==> src/design/ckt_pkg.sv <==
package ckt_pkg;

  localparam int KEYWORD_SLOTS = 7;
  localparam int KEYWORD_BYTES = 8;
  localparam int KEY_W         = 8 * KEYWORD_BYTES;
  localparam int SLOT_W        = $clog2(KEYWORD_SLOTS);
  localparam int POS_W         = $clog2(KEYWORD_BYTES);
  localparam int WLEN_W        = $clog2(KEYWORD_BYTES + 2);
  localparam int CFG_DATA_W    = 64;
  localparam int CFG_ADDR_W    = 6;
  localparam int REG_IDX_W     = 3;
  localparam int OUTQ_DEPTH    = 4;
  localparam int OUTQ_CNT_W    = $clog2(OUTQ_DEPTH + 1);

  localparam logic [REG_IDX_W-1:0] REG_KEYWORD_COUNT = 3'd0;
  localparam logic [REG_IDX_W-1:0] REG_KEYWORD_0     = 3'd1;

  localparam logic [7:0] CH_NUL   = 8'h00;
  localparam logic [7:0] CH_SEMI  = 8'h3B;
  localparam logic [7:0] CH_SPACE = 8'h20;
  localparam logic [7:0] CH_TAB   = 8'h09;
  localparam logic [7:0] CH_CR    = 8'h0D;

  localparam logic KIND_PARAM   = 1'b0;
  localparam logic KIND_VERDICT = 1'b1;

  typedef enum logic [5:0] {
    PH_LEAD   = 6'b000001,
    PH_WORD   = 6'b000010,
    PH_GAP    = 6'b000100,
    PH_PARAM  = 6'b001000,
    PH_DONE   = 6'b010000,
    PH_REJECT = 6'b100000
  } phase_t;

  typedef logic [KEYWORD_SLOTS-1:0][KEY_W-1:0] keywords_t;

  typedef struct packed {
    logic              result_kind;
    logic [7:0]        param_char;
    logic              accepted;
    logic [SLOT_W-1:0] command_index;
    logic              run_last;
  } result_t;

  typedef struct packed {
    logic [1:0] count;
    result_t    first;
    result_t    second;
  } push_t;

  function automatic logic is_space(logic [7:0] c);
    return (c == CH_SPACE) || (c >= CH_TAB && c <= CH_CR);
  endfunction

  function automatic logic is_letter(logic [7:0] c);
    return (c >= 8'h41 && c <= 8'h5A) || (c >= 8'h61 && c <= 8'h7A);
  endfunction

  function automatic logic is_stop(logic [7:0] c);
    return (c == CH_NUL) || (c == CH_SEMI);
  endfunction

endpackage

==> src/design/ckt_scan.sv <==
module ckt_scan
  import ckt_pkg::*;
(
  input  logic              clk,
  input  logic              rst_n,
  input  logic              fire_i,
  input  logic              has_char_i,
  input  logic [7:0]        line_char_i,
  input  logic              end_of_line_i,
  input  logic [2:0]        keyword_count_i,
  input  keywords_t         keywords_i,
  output push_t             push_o
);

  phase_t              phase_r, phase_nxt;
  logic [WLEN_W-1:0]   wlen_r, wlen_nxt;
  logic [KEYWORD_SLOTS-1:0] mask_r, mask_nxt;
  logic [SLOT_W-1:0]   fidx_r, fidx_nxt;

  function automatic logic [SLOT_W:0] find_key(logic [KEYWORD_SLOTS-1:0] mm,
                                               logic [WLEN_W-1:0] wl,
                                               keywords_t kw,
                                               logic [2:0] cnt);
    logic              hit;
    logic [SLOT_W-1:0] idx;
    hit = 1'b0;
    idx = '0;
    for (int k = 0; k < KEYWORD_SLOTS; k++) begin
      if (!hit && k < int'(cnt) && mm[k] && int'(wl) <= KEYWORD_BYTES &&
          (int'(wl) == KEYWORD_BYTES || kw[k][8*wl[POS_W-1:0] +: 8] == CH_NUL)) begin
        hit = 1'b1;
        idx = SLOT_W'(k);
      end
    end
    return {hit, idx};
  endfunction

  always_comb begin
    phase_t                   ph;
    logic [WLEN_W-1:0]        wl;
    logic [KEYWORD_SLOTS-1:0] mm;
    logic [SLOT_W-1:0]        fi;
    logic [SLOT_W:0]          fk;
    logic                     emit;
    logic                     acc;
    result_t                  pr;
    result_t                  vr;
    ph   = phase_r;
    wl   = wlen_r;
    mm   = mask_r;
    fi   = fidx_r;
    fk   = '0;
    emit = 1'b0;
    acc  = 1'b0;

    if (has_char_i) begin
      if (ph == PH_LEAD) begin
        if (is_stop(line_char_i)) begin
          ph = PH_REJECT;
        end else if (!is_space(line_char_i)) begin
          ph = PH_WORD;
        end
      end
      if (ph == PH_WORD) begin
        if (is_letter(line_char_i)) begin
          if (int'(wl) >= KEYWORD_BYTES) begin
            mm = '0;
            wl = WLEN_W'(KEYWORD_BYTES + 1);
          end else begin
            for (int k = 0; k < KEYWORD_SLOTS; k++) begin
              if (keywords_i[k][8*wl[POS_W-1:0] +: 8] != line_char_i) begin
                mm[k] = 1'b0;
              end
            end
            wl = wl + 1'b1;
          end
        end else begin
          fk = find_key(mm, wl, keywords_i, keyword_count_i);
          fi = fk[SLOT_W-1:0];
          ph = fk[SLOT_W] ? PH_GAP : PH_REJECT;
        end
      end
      if (ph == PH_GAP && !is_space(line_char_i)) begin
        ph = is_stop(line_char_i) ? PH_DONE : PH_PARAM;
      end
      if (ph == PH_PARAM) begin
        emit = 1'b1;
      end
    end

    if (ph == PH_WORD) begin
      fk  = find_key(mm, wl, keywords_i, keyword_count_i);
      acc = fk[SLOT_W];
      if (fk[SLOT_W]) begin
        fi = fk[SLOT_W-1:0];
      end
    end else begin
      acc = (ph == PH_GAP) || (ph == PH_PARAM) || (ph == PH_DONE);
    end

    pr.result_kind   = KIND_PARAM;
    pr.param_char    = line_char_i;
    pr.accepted      = 1'b0;
    pr.command_index = '0;
    pr.run_last      = 1'b0;

    vr.result_kind   = KIND_VERDICT;
    vr.param_char    = CH_NUL;
    vr.accepted      = acc;
    vr.command_index = acc ? fi : '0;
    vr.run_last      = 1'b1;

    push_o.count  = 2'(emit) + 2'(end_of_line_i);
    push_o.first  = emit ? pr : vr;
    push_o.second = vr;
    if (!fire_i) begin
      push_o.count = 2'd0;
    end

    if (end_of_line_i) begin
      phase_nxt = PH_LEAD;
      wlen_nxt  = '0;
      mask_nxt  = '1;
      fidx_nxt  = '0;
    end else begin
      phase_nxt = ph;
      wlen_nxt  = wl;
      mask_nxt  = mm;
      fidx_nxt  = fi;
    end
  end

  always_ff @(posedge clk) begin
    if (!rst_n) begin
      phase_r <= PH_LEAD;
      wlen_r  <= '0;
      mask_r  <= '1;
      fidx_r  <= '0;
    end else if (fire_i) begin
      phase_r <= phase_nxt;
      wlen_r  <= wlen_nxt;
      mask_r  <= mask_nxt;
      fidx_r  <= fidx_nxt;
    end
  end

endmodule

==> src/design/ckt_outq.sv <==
module ckt_outq
  import ckt_pkg::*;
(
  input  logic    clk,
  input  logic    rst_n,
  input  push_t   push_i,
  input  logic    pop_i,
  output result_t head_o,
  output logic    valid_o,
  output logic    full_o
);

  result_t [OUTQ_DEPTH-1:0] q_r, q_nxt;
  logic [OUTQ_CNT_W-1:0]    count_r, count_nxt;

  always_comb begin
    result_t [OUTQ_DEPTH-1:0] sh;
    logic [OUTQ_CNT_W-1:0]    base;
    sh   = q_r >> $bits(result_t);
    base = count_r - OUTQ_CNT_W'(pop_i);
    for (int i = 0; i < OUTQ_DEPTH; i++) begin
      q_nxt[i] = pop_i ? sh[i] : q_r[i];
      if (push_i.count != 2'd0 && i == int'(base)) begin
        q_nxt[i] = push_i.first;
      end
      if (push_i.count == 2'd2 && i == int'(base) + 1) begin
        q_nxt[i] = push_i.second;
      end
    end
    count_nxt = base + OUTQ_CNT_W'(push_i.count);
  end

  always_ff @(posedge clk) begin
    q_r <= q_nxt;
  end

  always_ff @(posedge clk) begin
    if (!rst_n) begin
      count_r <= '0;
    end else begin
      count_r <= count_nxt;
    end
  end

  assign head_o  = q_r[0];
  assign valid_o = (count_r != '0);
  assign full_o  = (count_r > OUTQ_CNT_W'(OUTQ_DEPTH - 2));

endmodule

==> src/design/command_keyword_tokenizer.sv <==
// Channel  Handshake            Payload
// in       in_valid/in_stall    in_has_char, in_line_char, in_end_of_line
// out      out_valid/out_stall  out_result_kind, out_param_char, out_accepted,
//                               out_command_index, out_run_last
// cfg      psel/penable/pready  paddr, pwdata, prdata (64-bit registers at 8*i)
//
// Each input beat is scanned in the cycle it is accepted, one beat per cycle.
// A beat yields up to two result beats into a four-entry output queue.
// The input stalls while fewer than two queue entries are free.
// Results leave at one beat per cycle when out_stall is low, so two-result beats lower the input rate.
// Reset clears the scan state, empties the queue and clears all registers.
module command_keyword_tokenizer
  import ckt_pkg::*;
(
  input  logic                  clk,
  input  logic                  rst_n,
  input  logic                  in_valid,
  output logic                  in_stall,
  input  logic                  in_has_char,
  input  logic [7:0]            in_line_char,
  input  logic                  in_end_of_line,
  output logic                  out_valid,
  input  logic                  out_stall,
  output logic                  out_result_kind,
  output logic [7:0]            out_param_char,
  output logic                  out_accepted,
  output logic [SLOT_W-1:0]     out_command_index,
  output logic                  out_run_last,
  input  logic                  psel,
  input  logic                  penable,
  input  logic                  pwrite,
  input  logic [CFG_ADDR_W-1:0] paddr,
  input  logic [CFG_DATA_W-1:0] pwdata,
  output logic [CFG_DATA_W-1:0] prdata,
  output logic                  pready
);

  logic [2:0]           kw_count_r;
  keywords_t            kw_r;
  logic [REG_IDX_W-1:0] reg_idx;
  logic [SLOT_W-1:0]    kw_sel;
  logic                 cfg_wr;
  logic                 fire;
  logic                 full;
  push_t                push;
  result_t              head;

  assign pready  = 1'b1;
  assign reg_idx = paddr[CFG_ADDR_W-1:CFG_ADDR_W-REG_IDX_W];
  assign kw_sel  = SLOT_W'(reg_idx - REG_KEYWORD_0);
  assign cfg_wr  = psel && penable && pwrite;

  always_ff @(posedge clk) begin
    if (!rst_n) begin
      kw_count_r <= '0;
      kw_r       <= '0;
    end else if (cfg_wr) begin
      if (reg_idx == REG_KEYWORD_COUNT) begin
        kw_count_r <= pwdata[2:0];
      end else begin
        kw_r[kw_sel] <= pwdata;
      end
    end
  end

  always_comb begin
    if (reg_idx == REG_KEYWORD_COUNT) begin
      prdata = CFG_DATA_W'(kw_count_r);
    end else begin
      prdata = kw_r[kw_sel];
    end
  end

  assign in_stall = full;
  assign fire     = in_valid && !full;

  ckt_scan u_scan (
    .clk             (clk),
    .rst_n           (rst_n),
    .fire_i          (fire),
    .has_char_i      (in_has_char),
    .line_char_i     (in_line_char),
    .end_of_line_i   (in_end_of_line),
    .keyword_count_i (kw_count_r),
    .keywords_i      (kw_r),
    .push_o          (push)
  );

  ckt_outq u_outq (
    .clk     (clk),
    .rst_n   (rst_n),
    .push_i  (push),
    .pop_i   (out_valid && !out_stall),
    .head_o  (head),
    .valid_o (out_valid),
    .full_o  (full)
  );

  assign out_result_kind   = head.result_kind;
  assign out_param_char    = head.param_char;
  assign out_accepted      = head.accepted;
  assign out_command_index = head.command_index;
  assign out_run_last      = head.run_last;

endmodule

==> config.mk <==
export PLATFORM = sky130hd
export DESIGN_NAME = command_keyword_tokenizer
export DESIGN_NICKNAME = d
export VERILOG_FILES = /design/src/design/ckt_pkg.sv /design/src/design/ckt_scan.sv /design/src/design/ckt_outq.sv /design/src/design/command_keyword_tokenizer.sv
export SDC_FILE = /design/constraint.sdc
export NUM_CORES = 2
export LEC_CHECK = 0
export ABC_AREA = 1
export CAP_MARGIN = 15
export CORE_MARGIN = 2
export CORE_UTILIZATION = 40
export DETAILED_ROUTE_END_ITERATION = 7
export DONT_BUFFER_PORTS = 1
export PLACE_DENSITY_LB_ADDON = 0.05
export SETUP_SLACK_MARGIN = 0.4
export SYNTH_ARGS = -nofsm -noshare
export SYNTH_HDL_FRONTEND = slang
export SYNTH_HIERARCHICAL = 1
export SYNTH_SLANG_ARGS = --single-unit
==> constraint.sdc <==
create_clock -name clk -period 4.3 [get_ports clk]
set_clock_uncertainty 0.05 [all_clocks]
set_input_delay 0 -clock clk [delete_from_list [all_inputs] [get_ports clk]]
set_output_delay 0 -clock clk [all_outputs]
set_load 0.02 [all_outputs]
# Yosys cells after proc, flatten, opt, wreduce, memory -nomap -nowiden
# Cells that the tools add are included.
dict set report word_totals {
  register_bits 530
  latch_bits 0
  ram_bits 0
  romBits 0
  input_bits 87
  output_inout_bits 81
  elab_cells 348
  memories 0
}
dict set report classes {
  n_addsub 6
  n_mul 0
  n_div 0
  n_lt_le_gt_ge 19
  n_eq_ne 26
  shift 14
  muxes 114
  n_bitwise 1
  n_reduce_logical 135
}
# operator count
set ops {}
lappend ops {{64-bit by 7-bit variable part select with 8-bit output} 14}
lappend ops {{448-bit bitwise mux} 1}
lappend ops {{64-bit binary-select mux with 3-bit select} 1}
lappend ops {{64-bit demux with 3-bit select} 1}
lappend ops {{64-bit 2-to-1 mux} 3}
lappend ops {{14-bit 2-to-1 mux} 9}
lappend ops {{8-bit logical NOT} 15}
lappend ops {{6-bit 2-to-1 mux} 12}
lappend ops {{1-bit logical AND} 71}
lappend ops {{3-bit by 32-bit equality test with 1-bit output (first input constant)} 2}
lappend ops {{8-bit != test} 7}
lappend ops {{1-bit 2-to-1 mux} 54}
lappend ops {{3-bit 2-to-1 mux} 13}
lappend ops {{7-bit 2-to-1 mux} 5}
lappend ops {{32-bit logical NOT} 1}
lappend ops {{5-bit 2-to-1 mux} 5}
lappend ops {{4-bit 2-to-1 mux} 5}
lappend ops {{1-bit logical OR} 19}
lappend ops {{8-bit by 6-bit equality test with 1-bit output (second input constant)} 2}
lappend ops {{8-bit by 7-bit greater-or-equal comparator with 1-bit output (second input constant)} 2}
lappend ops {{8-bit by 7-bit <= comparator with 1-bit output (second input constant)} 2}
lappend ops {{1-bit logical NOT} 15}
lappend ops {{3-bit nonzero test} 5}
lappend ops {{6-bit by 2-bit equality test with 1-bit output (second input constant)} 2}
lappend ops {{other kinds (30)} 49}

# Longest topological paths before layout
dict set report logic_depth {
  word_depth 123
  depth_mapped 33
  mapped_depth_nobuf 30
}

# Hierarchy
# Netlist, hierarchy kept.
# mod n_inst cells_per_inst area_per_inst_um2 seq_area_each_um2
set modules_own_cells {}
lappend modules_own_cells {command_keyword_tokenizer 1 3727 21917.3 9028.7}
lappend modules_own_cells {ckt_scan 1 1942 9549.2 400.4}
lappend modules_own_cells {ckt_outq 1 376 3392.0 1741.7}

# Worst setup path before layout
# No wires, ideal clock.
dict set report synth_timing {
  path_type {register -> register}
  start {register u_scan.wlen_r[0]}
  end {register u_outq/q_r[42] (netlist bit), enable pin}
  setup_ns 0.394
  arrival_ns 4.066
  required_ns 3.856
  setup_slack_ns -0.210
  path_stages_with_launch 28
  path_buffers 6
  period_less_slack_ns 4.510
  path_cell_list {dfxtp_1 > buf_4 > inv_4 > buf_6 > buf_6 > buf_2 > ha_1 > nand3_1 > nand2_1 > inv_1 > nor3_1 > inv_1 > a21oi_1 > nor3_2 > nand4_2 > nand3_1 > nand2_1 > nand4_1 > buf_2 > inv_1 > ha_1 > nand2_1 > inv_1 > inv_1 > nand2_2 > nand3_1 > buf_2 > nand3_1}
}
# item line_no
set synth_rtl {}
lappend synth_rtl {{start: declaration} ckt_scan.sv:16} ;# logic [WLEN_W-1:0] wlen_r, wlen_nxt;
lappend synth_rtl {{start signal: assignment} ckt_scan.sv:141} ;# wlen_r <= wlen_nxt;
lappend synth_rtl {{end signal: assignment} ckt_outq.sv:34} ;# q_r <= q_nxt;
lappend synth_rtl {{end: declaration} ckt_outq.sv:13} ;# result_t [OUTQ_DEPTH-1:0] q_r, q_nxt;

==> out/summary.md <==
The flow ran to the end, and the final reports show no timing, DRC or antenna violations. In this run, synthesis inferred 56 flip-flops with an integrated enable. Counting stages on the worst path, the most repeated cell is inv_4.

The CTS clock-pin slew for the worst setup and hold paths was 0.06 ns; the maximum number of pins on one net before global-route repair was 302. Relative to the synthesized area, the layout overhead comes to 28.0%. The first global-routing pass estimated 253000 um of wire. The depth of the worst hold-timing path is 9.

After detailed routing, the number of vias per cell comes to 5.40. The row count was 108. The run gives 0.65 ns as the clock network latency to the later pin of the worst-skew pair. The path with the worst hold slack has its endpoint at u_scan/fidx_r[2]. The tools report the max-capacitance violation count as 0. The floorplan step defined a die boundary enclosing 89500 um2. For the number of filler instances in the final layout, the log shows 9103. By area the synthesized netlist is led by dfxtp_1 (27%), nand2_1 (25%), nor2_1 (13%).

The post-route netlist has 12.5% of its cells at a drive strength greater than 1. Number of global-route vias before repair: 36760. The routed design could run at a clock period as short as 4.21 ns. Port buffering added 0 buffers. In the synthesized netlist the dominant register cell turns out to be dfxtp_1. The number of instances in the synthesized netlist was 6045; the die extent in x was 299 um. Setup repair after global routing could not meet its margin everywhere. The net count of the finished layout is 6497. Leaving out fill and tap cells, the most frequent cell in the layout is nand2_1. The clock net in this run drives a total of 530 sinks. At the end of routability-driven placement, the weighted congestion stood at 1.09. For the worst flop-to-flop path, the logic depth is 23.

The hold violation count in the final report was 0. Once the floorplan was initialized, standard cells occupied 40.2% of the core. The startpoint identified for the worst register-to-register timing path is u_scan/wlen_r[0]. For this run, asynchronously set or reset flops after synthesis account for 0%. In this run, CTS created clock tree buffers numbering 69. For this run, the number of Yosys warnings is 6.

After detailed routing, the number of remaining DRC violations is 0. TritonCTS built the clock tree. Data on the critical path arrives at its endpoint at 4.50 ns. Traced cell by cell, the critical path runs through clkbuf_16 > buf_4 > o21ai_1 > o211ai_1 > nand2_1 > nand4_1 > o21ai_2 > nand2_2 > nand4_4 > nand3_2 > nand2_2 > nand4_1 > buf_6 > inv_4 > ha_4 > nand2_4 > inv_4 > inv_4 > nand2_4 > buf_12 > nand3_4 > buf_6 > nand3_4. The completed layout was analyzed and its total power is 16400 uW. The longest clock path from root to sink contains 3 buffers. The tools report the aggregate global-route resource usage as 38.2%. Setup violations remaining at the end of the flow were counted as 0. The H-tree depth is 3. Pin placement for this block handled 168 I/O pins. The peak supply drop is 0.770 mV.

The tools report the number of pins exceeding their max-slew limit in the final report as 0. The core region is 86600 um2. The top cell type by area accounts for 27.2% of the synthesized area. Footprint of the multi-input gates: 20700 um2.

Of the synthesized area, sequential elements account for 32.0%. In this run the remaining antenna-violating nets after routing total 0. The largest single stage delay on the critical path is 0.54 ns. The finished cells cover 44600 um2. The sequential cells in the finished layout cover a total of 11200 um2.

In the layout the commonest cells are nand2_1 (2241), nor2_1 (1161), inv_1 (477). The setup check on the worst reg-to-reg path leaves a slack of 0.09 ns. Type of the most critical hold path: input port to flop. Power spread over the standard cell area amounts to 369 nW/um2.

Measured along the y axis, the die boundary spans 299 um. STA puts the critical path data required time at 4.60 ns. Worst hold path startpoint: in_has_char. The worst setup path is captured at a flop. STA classifies the critical path startpoint as a flop. Of all nets on the critical path, the largest fanout is 14.

Distinct cell type count after synthesis: 55. Mean instance size in the synthesized netlist: 5.77 um2. Via count: 41142.

For this run, the top clock speed supported by timing is 238 MHz. At the pin with the least slew margin, the transition time is 1.37 ns. Of all cell types, the one taking the most synthesized area is dfxtp_1. Global routing finished with a remaining overflow of 0.

The number of DRC markers in iteration 0 came out at 4810. The pre-antenna-repair detailed-routing pass consisted of 6 iterations. The wire length per cell came out at 23.7 um. After routing, the total negative slack on setup checks comes to 0 ns. Clock tree synthesis selected as its root buffer the cell clkbuf_16.

On the final layout, the worst hold slack is 0.00713 ns. Once placement finished, the instance area stood at 37100 um2. After synthesis the netlist holds a flip-flop and latch count of 530. The slowest cell on the critical path is o211ai_1. The initial antenna violation count was 8.

The final worst-path cycle share works out to 97.9%. Critical path class: flop to flop. Summed over all cells, the static leakage comes to 0.0199 uW. The endpoint identified for the worst register-to-register timing path is u_outq/q_r[41]. The worst max-slew margin expressed relative to the limit was 8.48%; the synthesized area was 34900 um2. The routed design has 181000 um of wire. For the total half-perimeter wirelength after legalization and detailed placement, the log shows 125000 um.
[layer usage]
metal,up-vias,routed length (um),global-route usage (%)
met5,-,25,0
met4,4,13700,23.3
met3,513,17300,8.14
li1,19451,-,-
met1,19010,71900,48.9
met2,2164,77700,58.9
[power by group]
group | internal (uW) | switching (uW)
clock network | 3650 | 2530
registers | 5460 | 264
logic | 1660 | 2880
total | 10800 | 5680
[flip-flops by register name, summed over array words and instances (netlist names)]
| signal | flops |
|---|---|
| u_scan/wlen_r | 4 |
| kw_count_r | 3 |
| u_outq/q_r | 42 |
| u_scan/mask_r | 7 |
| u_outq/head_o | 14 |
| u_outq/count_r | 3 |
| u_scan/phase_r | 6 |
| kw_r | 448 |
| u_scan/fidx_r | 3 |
[worst max-delay path, delay by kind of cell, from the launching register on]
kind,cells,cell delay [ns]
AOI/OAI and AO/OA,3,0.80
DFF,1,0.47
and+or+nand+nor,11,1.32
adders and majority gates,1,0.26
buffers and inverters,8,1.01
[final cells by class]
| cell class | count | area share, % |
|---|---|---|
| Antenna cell | 7 | 0.0393 |
| Clock buffer | 101 | 4.60 |
| Clock inverter | 26 | 0.752 |
| Inverter | 511 | 4.39 |
| Multi-Input combinational cell | 4617 | 46.4 |
| Sequential cell | 530 | 25.1 |
| Tap cell | 1155 | 3.24 |
| Timing Repair Buffer | 672 | 15.5 |
[worst max path at each step]
stage	startpoint	to	slack (ns)	cells after the start
after detailed placement	u_scan/wlen_r[0]	u_outq/q_r[54]	-0.18	23
after floorplan	u_scan/wlen_r[0]	u_outq/q_r[14]	0.40	29
after global routing	u_scan/wlen_r[0]	u_outq/q_r[19]	0.03	30
final	u_scan/wlen_r[0]	u_outq/q_r[41]	0.09	23
after CTS	u_scan/wlen_r[0]	u_outq/q_r[39]	0.13	30
after global placement	u_scan/wlen_r[0]	u_outq/q_r[54]	-0.25	23
[Yosys cell counts (3+ instances only)]
cell and n:
a21oi_1 114, and2_0 3, buf_1 32, buf_2 178, buf_4 82, buf_6 20, clkbuf_1 81, clkbuf_8 3
conb_1 3, dfxtp_1 474, edfxtp_1 56, ha_1 8, inv_1 489, inv_2 14, inv_4 4, nand2_1 2322
nand2_2 36, nand2_4 3, nand3_1 392, nand3_2 7, nand3_4 3, nand4_1 99, nor2_1 1181, nor2_2 4
nor2_4 9, nor3_1 16, nor3b_1 4, nor4_1 56, o2111ai_1 4, o211ai_1 41, o21ai_0 207, o21ai_1 25
o22ai_1 13, o22ai_2 9, or2_2 3, xor2_1 23
[cell families (layout without fill, tap and decap cells)]
| logic type | count (synthesis) | count (layout) | synth area share, % |
|---|---|---|---|
| simple gates | 4146 | 4148 | 48.3 |
| buf+inv | 908 | 1310 | 11.9 |
| flops | 530 | 530 | 32.0 |
| compound gates | 425 | 425 | 6.84 |
| xor+xnor | 24 | 24 | 0.603 |
| fa+ha+maj | 9 | 9 | 0.345 |
| other cells | 3 | 18 | 0.0323 |
[repair_timing]
item	4_1_cts	5_1_grt
cloned	3	19
setup endpoints to repair	115	122
pin swaps	13	89
gates resized for setup	44	268
setup buffers	10	31
hold buffers	309	0
endpoints found under the hold margin	480	0
[per-stage QoR]
| step | cells | utilization (%) | worst slack [ns] |
|---|---|---|---|
| floorplan | 6053 | - | 0.402 |
| global placement | 7113 | 42.9 | -0.248 |
| detailed placement | 7113 | 42.9 | -0.179 |
| CTS | 7562 | 49.6 | 0.135 |
| global route | 7618 | 51.5 | 0.0260 |
| finish | 7619 | 51.5 | 0.0906 |
(Power assumes the default switching activity.)
